--- config.mk ---
export PLATFORM = sky130hd
export DESIGN_NAME = ipip_outer_header_builder
export DESIGN_NICKNAME = d
export VERILOG_FILES = /design/src/hw/rtl/ipip_pkg.sv /design/src/hw/rtl/ipip_csum.sv /design/src/hw/rtl/ipip_outer_header_builder.sv
export SDC_FILE = /design/constraint.sdc
export NUM_CORES = 1
export LEC_CHECK = 0
export BUFFER_PORTS_ARGS = -buffer_cell sky130_fd_sc_hd__buf_4
export CELL_PAD_IN_SITES_DETAIL_PLACEMENT = 0
export CELL_PAD_IN_SITES_GLOBAL_PLACEMENT = 1
export CORE_MARGIN = 5
export CORE_UTILIZATION = 48
export DETAILED_ROUTE_END_ITERATION = 8
export PLACE_DENSITY = 0.92
export SYNTH_ARGS = -nofsm -noshare
export SYNTH_HDL_FRONTEND = slang
export SYNTH_SLANG_ARGS = --single-unit
--- constraint.sdc ---
create_clock -name clk -period 14.9 [get_ports clk]
set_clock_uncertainty 0.2 [all_clocks]
set_input_delay 2.235 -clock clk [delete_from_list [all_inputs] [get_ports clk]]
set_output_delay 2.235 -clock clk [all_outputs]
set_load 0.02 [all_outputs]
--- src/hw/rtl/ipip_pkg.sv ---
package ipip_pkg;

  // fixed header constants
  localparam logic [3:0]  IP_V4      = 4'd4;
  localparam logic [3:0]  HDR_WORDS  = 4'd5;
  localparam logic [7:0]  PROTO_IPIP = 8'd4;
  localparam logic [15:0] HDR_BYTES  = 16'd20;

  // configuration register indexes
  localparam int unsigned CFG_IDX_W = 1;
  localparam logic [CFG_IDX_W-1:0] CFG_LOCAL_ADDR  = 1'b0;
  localparam logic [CFG_IDX_W-1:0] CFG_REMOTE_ADDR = 1'b1;

  // drop reasons, in check order
  typedef enum logic [2:0] {
    VERDICT_FORWARD   = 3'd0,
    VERDICT_NO_REMOTE = 3'd1,
    VERDICT_NOT_IPV4  = 3'd2,
    VERDICT_LOOP      = 3'd3,
    VERDICT_INBOUND   = 3'd4
  } verdict_t;

  // outer header fields that feed the checksum
  typedef struct packed {
    logic [7:0]  tos;
    logic [15:0] length;
    logic [15:0] ident;
    logic [7:0]  ttl;
    logic [31:0] source;
    logic [31:0] dest;
  } hdr_fields_t;

endpackage

--- src/hw/rtl/ipip_csum.sv ---
module ipip_csum
  import ipip_pkg::*;
(
  input  hdr_fields_t hdr,
  output logic [15:0] checksum
);

  logic [18:0] sum;
  logic [16:0] fold1;
  logic [16:0] fold2;

  // sum of the eight nonzero header words
  always_comb begin
    sum = {3'd0, IP_V4, HDR_WORDS, hdr.tos}
        + {3'd0, hdr.length}
        + {3'd0, hdr.ident}
        + {3'd0, hdr.ttl, PROTO_IPIP}
        + {3'd0, hdr.source[31:16]}
        + {3'd0, hdr.source[15:0]}
        + {3'd0, hdr.dest[31:16]}
        + {3'd0, hdr.dest[15:0]};
  end

  // end-around carry, twice, then complement
  assign fold1    = {1'b0, sum[15:0]} + {14'd0, sum[18:16]};
  assign fold2    = {1'b0, fold1[15:0]} + {16'd0, fold1[16]};
  assign checksum = ~fold2[15:0];

endmodule

--- src/hw/rtl/ipip_outer_header_builder.sv ---
// IP-in-IP outer header builder.
// Input: a transaction is taken at each rising edge with start high and busy
// low; busy is always low, so one header can be taken every cycle. The fields
// in_inner_* carry the inner IPv4 header and the inner packet length.
// Output: for every input transaction exactly one result is shown for one cycle
// with out_strobe high. out_verdict is forward (0) or the first failing check:
// no remote address, not IPv4, routing loop, inbound. Dropped results carry
// zero in every other field.
// Pipeline: the input register, then one compute stage (checks, length and TTL
// increment, checksum adder tree) feeding the result register; throughput is
// 1 transaction per cycle.
// Configuration: cfg_we writes cfg_data into the local (index 0) or remote
// (index 1) address; write only while no transaction is in flight.
// Reset (synchronous, rst_n low) clears both addresses and the pipeline valids.
// The receiver cannot stall; results are never held back.
module ipip_outer_header_builder
  import ipip_pkg::*;
(
  input  logic                 clk,
  input  logic                 rst_n,
  input  logic                 start,
  output logic                 busy,
  input  logic [3:0]           in_inner_version,
  input  logic [7:0]           in_inner_protocol,
  input  logic [7:0]           in_inner_tos,
  input  logic [15:0]          in_inner_ident,
  input  logic [7:0]           in_inner_ttl,
  input  logic [31:0]          in_inner_source,
  input  logic [31:0]          in_inner_dest,
  input  logic [15:0]          in_inner_length,
  input  logic                 cfg_we,
  input  logic [CFG_IDX_W-1:0] cfg_index,
  input  logic [31:0]          cfg_data,
  output logic                 out_strobe,
  output logic [2:0]           out_verdict,
  output logic [7:0]           out_tos,
  output logic [15:0]          out_length,
  output logic [15:0]          out_ident,
  output logic [7:0]           out_ttl,
  output logic [15:0]          out_checksum,
  output logic [31:0]          out_source,
  output logic [31:0]          out_dest
);

  logic [31:0] local_addr_r;
  logic [31:0] remote_addr_r;

  logic        in_valid_r;
  logic [3:0]  version_r;
  logic [7:0]  protocol_r;
  logic [7:0]  tos_r;
  logic [15:0] ident_r;
  logic [7:0]  ttl_r;
  logic [31:0] source_r;
  logic [31:0] dest_r;
  logic [15:0] length_r;

  verdict_t    verdict_nxt;
  hdr_fields_t hdr_nxt;
  logic [15:0] csum_nxt;

  logic        out_strobe_r;
  verdict_t    verdict_r;
  hdr_fields_t hdr_r;
  logic [15:0] csum_r;

  logic        accept;

  // every cycle can take a new transaction
  assign busy   = 1'b0;
  assign accept = start && !busy;

  // configuration registers
  always_ff @(posedge clk) begin
    if (!rst_n) begin
      local_addr_r  <= '0;
      remote_addr_r <= '0;
    end else if (cfg_we) begin
      unique case (cfg_index)
        CFG_LOCAL_ADDR:  local_addr_r  <= cfg_data;
        CFG_REMOTE_ADDR: remote_addr_r <= cfg_data;
        default: ;
      endcase
    end
  end

  // input register
  always_ff @(posedge clk) begin
    if (!rst_n) begin
      in_valid_r <= 1'b0;
    end else begin
      in_valid_r <= accept;
    end
  end

  always_ff @(posedge clk) begin
    if (accept) begin
      version_r  <= in_inner_version;
      protocol_r <= in_inner_protocol;
      tos_r      <= in_inner_tos;
      ident_r    <= in_inner_ident;
      ttl_r      <= in_inner_ttl;
      source_r   <= in_inner_source;
      dest_r     <= in_inner_dest;
      length_r   <= in_inner_length;
    end
  end

  // checks in priority order
  always_comb begin
    if (remote_addr_r == '0) begin
      verdict_nxt = VERDICT_NO_REMOTE;
    end else if (version_r != IP_V4) begin
      verdict_nxt = VERDICT_NOT_IPV4;
    end else if (protocol_r == PROTO_IPIP && source_r == local_addr_r) begin
      verdict_nxt = VERDICT_LOOP;
    end else if (dest_r == local_addr_r) begin
      verdict_nxt = VERDICT_INBOUND;
    end else begin
      verdict_nxt = VERDICT_FORWARD;
    end
  end

  // outer header fields
  always_comb begin
    hdr_nxt.tos    = tos_r;
    hdr_nxt.length = length_r + HDR_BYTES;
    hdr_nxt.ident  = ident_r;
    hdr_nxt.ttl    = ttl_r + 8'd1;
    hdr_nxt.source = local_addr_r;
    hdr_nxt.dest   = remote_addr_r;
  end

  ipip_csum u_csum (
    .hdr      (hdr_nxt),
    .checksum (csum_nxt)
  );

  // result register
  always_ff @(posedge clk) begin
    if (!rst_n) begin
      out_strobe_r <= 1'b0;
    end else begin
      out_strobe_r <= in_valid_r;
    end
  end

  always_ff @(posedge clk) begin
    if (in_valid_r) begin
      verdict_r <= verdict_nxt;
      if (verdict_nxt == VERDICT_FORWARD) begin
        hdr_r  <= hdr_nxt;
        csum_r <= csum_nxt;
      end else begin
        hdr_r  <= '0;
        csum_r <= '0;
      end
    end
  end

  // result ports
  assign out_strobe   = out_strobe_r;
  assign out_verdict  = verdict_r;
  assign out_tos      = hdr_r.tos;
  assign out_length   = hdr_r.length;
  assign out_ident    = hdr_r.ident;
  assign out_ttl      = hdr_r.ttl;
  assign out_checksum = csum_r;
  assign out_source   = hdr_r.source;
  assign out_dest     = hdr_r.dest;

  // one result per accepted transaction, through the input and result registers
  a_strobe_follows: assert property (@(posedge clk) disable iff (!rst_n)
    in_valid_r |=> out_strobe)
    else $error("result strobe missing after accepted transaction");

  a_no_spurious: assert property (@(posedge clk) disable iff (!rst_n)
    out_strobe |-> $past(in_valid_r))
    else $error("result strobe without a transaction");

  // dropped results carry no header
  a_drop_zero: assert property (@(posedge clk) disable iff (!rst_n)
    (out_strobe && out_verdict != VERDICT_FORWARD) |->
      (out_length == '0 && out_checksum == '0 && out_source == '0 &&
       out_dest == '0 && out_ttl == '0))
    else $error("dropped result carries header fields");

  // forwarded results always have a remote end and an incremented ttl
  a_fwd_fields: assert property (@(posedge clk) disable iff (!rst_n)
    (out_strobe && out_verdict == VERDICT_FORWARD) |->
      (out_dest != '0 && out_ttl == $past(ttl_r) + 8'd1))
    else $error("forwarded result has bad destination or ttl");

endmodule

==> results of run 1 <==
==> tightest hold or removal path: stages, from the launching register on <==
cell,delay [ns]
dfxtp_1,0.32
nand2_1,0.05
a21boi_0,0.07
==> worst min path at each step <==
stage | start | to | slack [ns] | depth (start not counted)
3_5_place_dp | remote_addr_r[17] | remote_addr_r[17] | 0.28 | 2
4_1_cts | remote_addr_r[17] | remote_addr_r[17] | 0.29 | 2
3_3_place_gp | remote_addr_r[17] | remote_addr_r[17] | 0.27 | 2
6_report | remote_addr_r[17] | remote_addr_r[17] | 0.29 | 2
5_1_grt | remote_addr_r[1] | remote_addr_r[1] | 0.33 | 2
2_1_floorplan | remote_addr_r[17] | remote_addr_r[17] | 0.26 | 2
==> state kept, by name, summed over array words and instances, names as in the netlist, 16 cells and up <==
name / count
out_source: 32
ident_r: 16
out_checksum: 16
remote_addr_r: 32
dest_r: 32
local_addr_r: 32
out_length: 16
source_r: 32
out_ident: 16
out_dest: 32
length_r: 16
==> cells in the mapped netlist (3+ instances only) <==
cell	n
a31oi_1	3
nand4_1	18
edfxtp_1	255
nor2b_1	8
o211ai_1	3
nor3_1	9
or2_2	3
a211oi_1	6
xnor2_1	63
and2b_2	3
fa_1	74
a21o_1	7
nor4_1	19
o21bai_1	5
clkbuf_1	35
and3_1	6
ha_1	40
a21boi_0	65
and2_1	81
xor2_1	68
nand2b_1	5
dfxtp_1	66
a21oi_1	17
or2_1	4
nand3_1	13
nor2_1	61
nand2_1	153
o21ai_0	8
inv_1	110
==> through the flow <==
step                      cell area [µm²]  hold WS [ns]  total power (µW)  cells  setup WS [ns]
after detailed placement            18300         0.283              2850   1950           3.96
after global routing                19400         0.327              3950   2013           3.07
final                               19400         0.288              3710   2014           3.92
after CTS                           19400         0.291              3720   2012           3.97
after global placement              18300         0.272              2810   1950           4.35
after floorplan                     15700         0.256              2470   1250           5.18
==> routing by layer <==
layer	GRT usage, %	part of all wire, %
met1	29.4	41
met2	37.5	49
met3	5.20	6.9
met4	6.57	2.6
met5	0	0.049
==> cells by family after synthesis <==
logic type	share of synthesized area (%)
AO/OA/AOI/OAI	6.31
XOR/XNOR	7.32
adder cells (fa/ha/maj)	12.6
buffers and inverters	3.74
flip-flops	57.3
multiplexers	0.0718
other	0.0239
AND/OR/NAND/NOR	12.6
==> final cells by class <==
class                      instances  area [µm²]  share of cell area, %
antenna                            2        5.00                 0.0257
clock inverter                    20         224                   1.15
sequential                       321        8980                   46.2
timing repair buffer             298        2240                   11.5
multi-input combinational        779        6120                   31.5
clock buffer                      42         902                   4.64
tap                              442         553                   2.84
inverter                         110         413                   2.12
==> where the power goes <==
group,switching (µW),total (µW),internal [µW]
clock network,355,861,506
logic,1020,1770,751
registers,43.5,1070,1030
total,1420,3710,2280
==> flow_metrics.tcl, run 1 <==
set metrics [dict create \
    synth_cell_type_count 63 \
    drv_slew 0 \
    async_reset_ff_share_pct 0 \
    fill_cells 2664 \
    drv_cap 0 \
    ctsHoldBuffers 0 \
    final_cell_mix "buf_4, edfxtp_1, nand2_1" \
    cp_slowest_cell "fa_1" \
    root_buffer "clkbuf_16" \
    reg2reg_slack_ns 3.92 \
    synthDominantCellAreaShare_pct 48.8 \
    synth_edf_count 255 \
    critPathKind "flop to flop" \
    syn-mean-instance-area_um2 12.5 \
    p_leak_uw 0.00783 \
    tightest_slew_ns 1.23 \
    min_period_ns 10.98 \
    start_kind "flop" \
    yosysTopAreaCell "edfxtp_1" \
    rsz0062_at_grt "false" \
    final_hold_viol_count 0 \
    antenna_found_initial 3 \
    syn_nets 1525 \
    path_clk_slew_ns 0.06 \
    grt_pass1_vias 10659 \
    wl_per_cell_um 20.5 \
    routed_wl_um 41200 \
    max_stage_delay_ns 0.51 \
    ir_drop_mv 0.176 \
    worstHoldPathType "flop to flop" \
    clk_path_buf_depth 3 \
    grt_pass1_wl_um 61600 \
    maxSlewHeadroom_pct 18.1 \
    core_area_mm2 0.0324 \
    layout_commonest_cell "buf_4" \
    cts_tree "built" \
    path_depth 43 \
    arrival_ns 11.04 \
    dp_hpwl_um 31700 \
    ctsResizeCount 0 \
    grt_max_degree 79 \
    start_util_pct 48.4 \
    pwr_density_cell_mw_per_mm2 191 \
    rr_startpoint "length_r[0]" \
    crit_fanout 7 \
    cp_num_buf_inv 3 \
    tns_ns 0 \
    synth_flop_cell "edfxtp_1" \
    drc 0 \
    critPathTopFamily "adder cells" \
    dr.pass1.iters 5 \
    crit_start "length_r[0]" \
    cp-end-kind "flop" \
    fmax_mhz 91.1 \
    die_h_um 191 \
    avgViaCountPerCell 5.09 \
    io_pins 294 \
    die_x_um 191 \
    status "finished, final reports clean" \
    synth_seq_area_share_pct 57.3 \
    cpMostUsedCell "fa_1" \
    worst_r2r_path_depth 43 \
    ys_ff_latch 321 \
    syn_to_final_growth_pct 24.0 \
    required_ns 14.96 \
    syn_area_mm2 0.0157 \
    syn_inst 1250 \
    clock-sinks 321 \
    routabilityCongestion 0.882 \
    drive_gt1_share_pct 23.8 \
    synthTopCellsByArea "edfxtp_1, fa_1, dfxtp_1" \
    ys_warn_count 0 \
    setup_viol 0 \
    crit_end "out_checksum[15]" \
    dieArea_mm2 0.0364 \
    port_buffers 292 \
    worstReg2RegEnd "out_checksum[15]" \
    drtAntennaViolNets 0 \
    cts_setup_buffers 0 \
    grt_util_all_layers_pct 22.4 \
    cts_max_level 2 \
    period_share_pct 73.7 \
    drt-initial-drc-count 492 \
    num_vias 10255 \
    cts-buffers-inserted 35 \
    final_util_pct 60.1 \
    fp-row-count 66 \
    nets 1820 \
    grt-ovfl-total 0 \
    clk_latency_ns 0.52 \
]
No activity file was read; power rests on OpenSTA's default activity.
==> run 2: changes to the inputs <==
CORE_UTILIZATION = 45   (was 48)
PLACE_DENSITY = 0.88   (was 0.92)
clock period = 11.2 ns   (was 14.9 ns; I/O delays follow)
==> run 2 against run 1 <==
Compared with the run above:
- final cell count grew 0.89%
- global-route usage shrank 1.3 points
- first-iteration DRC count shrank 1.0%
- setup slack lost 3.1 ns
- total power grew 32%
- clock power grew 23%
- count of clock-buffer cells in the layout shrank 3
- via count shrank 1.6%
- critical path type unchanged
==> flow_metrics.tcl, run 2 (same netlist as run 1, synthesis figures left out) <==
set metrics [dict create \
    cts-buffers-inserted 35 \
    setup_viol 0 \
    worstHoldPathType "flop to flop" \
    tns_ns 0 \
    critPathKind "flop to flop" \
    fp-row-count 68 \
    root_buffer "clkbuf_16" \
    arrival_ns 10.42 \
    syn_to_final_growth_pct 24.1 \
    nets 1827 \
    grt-ovfl-total 0 \
    hold_start "remote_addr_r[17]" \
    routabilityCongestion 0.896 \
    num_vias 10095 \
    tightest_slew_ns 1.25 \
    drv_cap 0 \
    clk_path_buf_depth 3 \
    grt_max_degree 83 \
    dp_hpwl_um 32100 \
    dr.pass1.iters 4 \
    start_kind "flop" \
    cts_max_level 2 \
    fmax_mhz 96.5 \
    drv_slew 0 \
    place_area_mm2 0.0184 \
    status "finished, final reports clean" \
    clk_latency_ns 0.53 \
    pwr_density_cell_mw_per_mm2 252 \
    cp_num_buf_inv 3 \
    wl_per_cell_um 20.3 \
    final_cell_mix "buf_4, edfxtp_1, nand2_1" \
    max_stage_delay_ns 0.51 \
    drtAntennaViolNets 0 \
    port_buffers 292 \
    p_leak_uw 0.00784 \
    cpMostUsedCell "fa_1" \
    grt_pass1_vias 10593 \
    worst_r2r_path_depth 43 \
    path_clk_slew_ns 0.06 \
    ir_drop_mv 0.168 \
    worstReg2RegEnd "out_checksum[15]" \
    die_x_um 197 \
    period_share_pct 92.5 \
    start_util_pct 45.5 \
    min_period_ns 10.36 \
    clock-sinks 321 \
    cp_slowest_cell "fa_1" \
    antenna_found_initial 2 \
    grt_pass1_wl_um 62200 \
    final_util_pct 56.5 \
    grt_util_all_layers_pct 21.1 \
    critPathTopFamily "adder cells" \
    drt-initial-drc-count 487 \
    avgViaCountPerCell 4.97 \
    drive_gt1_share_pct 24.6 \
    cp-end-kind "flop" \
    required_ns 11.26 \
    maxSlewHeadroom_pct 16.8 \
    reg2reg_slack_ns 0.84 \
    core_area_mm2 0.0345 \
    die_h_um 197 \
    rr_startpoint "length_r[0]" \
    io_pins 294 \
    dieArea_mm2 0.0387 \
    ctsHoldBuffers 0 \
    whs_endpoint "remote_addr_r[17]" \
    final_area_mm2 0.0195 \
    crit_fanout 6 \
    layout_commonest_cell "buf_4" \
    final_hold_viol_count 0 \
    whs_path_depth 2 \
    cts_tree "built" \
    routed_wl_um 41300 \
    drc 0 \
    num_antenna_cells 0 \
]
[run 2: cell count changes in the layout (fill, tap and decap cells not counted), moves of 2 or more]
| cell | previous run | this run |
|---|---|---|
| buf_4 | 298 | 305 |
| clkinv_2 | 4 | 9 |
| bufinv_16 | 4 | 1 |
| clkbuf_1 | 7 | 4 |
| clkinv_1 | 5 | 8 |
| diode_2 | 2 | 0 |
| nor3_1 | 8 | 6 |
| nor3_2 | 1 | 3 |
| o21ai_0 | 8 | 6 |
[run 2: through the flow]
step | setup WS (ns) | hold WS, ns | cells | total power (µW)
5_1_grt | -0.0519 | 0.298 | 2032 | 5240
2_1_floorplan | 1.48 | 0.256 | 1250 | 3280
4_1_cts | 0.257 | 0.282 | 2029 | 4880
3_5_place_dp | 0.282 | 0.273 | 1967 | 3810
3_3_place_gp | 0.586 | 0.274 | 1967 | 3770
6_report | 0.843 | 0.283 | 2032 | 4900
[run 2: cell type report]
cell class                      instances  area, µm²
Fill cell                            2875      15000
Sequential cell                       321       8980
Multi-Input combinational cell        779       6160
Timing Repair Buffer                  305       2290
Clock buffer                           39        891
Tap cell                              455        569
Inverter                              110        413
Clock inverter                         23        154
[run 2: power breakdown]
part           internal (µW)  total, µW  switching (µW)  leakage [µW]
sequential              1370       1420            58.3       0.00299
clock                    600       1060             465      0.000513
combinational           1020       2410            1400       0.00434
[run 2: repair_timing]
item / CTS / global route
buffers inserted: 0 / 3
endpoints found under the setup margin: 0 / 7
gates resized for setup: 0 / 10
endpoints found under the hold margin: 0 / 0
[run 2: worst max path at each step]
stage	slack (ns)	cells after the start	end	startpoint
2_1_floorplan	1.48	44	out_checksum[15]	length_r[0]
3_3_place_gp	0.59	43	out_checksum[15]	length_r[0]
3_5_place_dp	0.28	43	out_checksum[15]	length_r[0]
4_1_cts	0.26	43	out_checksum[15]	length_r[0]
5_1_grt	-0.05	43	out_checksum[15]	length_r[0]
6_report	0.84	43	out_checksum[15]	length_r[0]
[run 2: routing by layer]
layer	vias to the layer above	GRT usage [%]	wire [µm]
met5	-	0	40
met4	4	4.83	836
met3	55	5.37	2770
met2	294	34.8	19800
met1	4890	28.5	17800
li1	4852	-	-
[run 2: worst register-to-register path, delay by kind of cell (launching register included)]
| kind | cells | cell delay (ns) |
|---|---|---|
| buffers and inverters | 3 | 0.16 |
| AOI/OAI and AO/OA | 14 | 2.49 |
| DFF | 1 | 0.38 |
| adders and majority gates | 10 | 3.82 |
| and+or+nand+nor | 14 | 2.81 |
| xor gates and xnor gates | 2 | 0.27 |
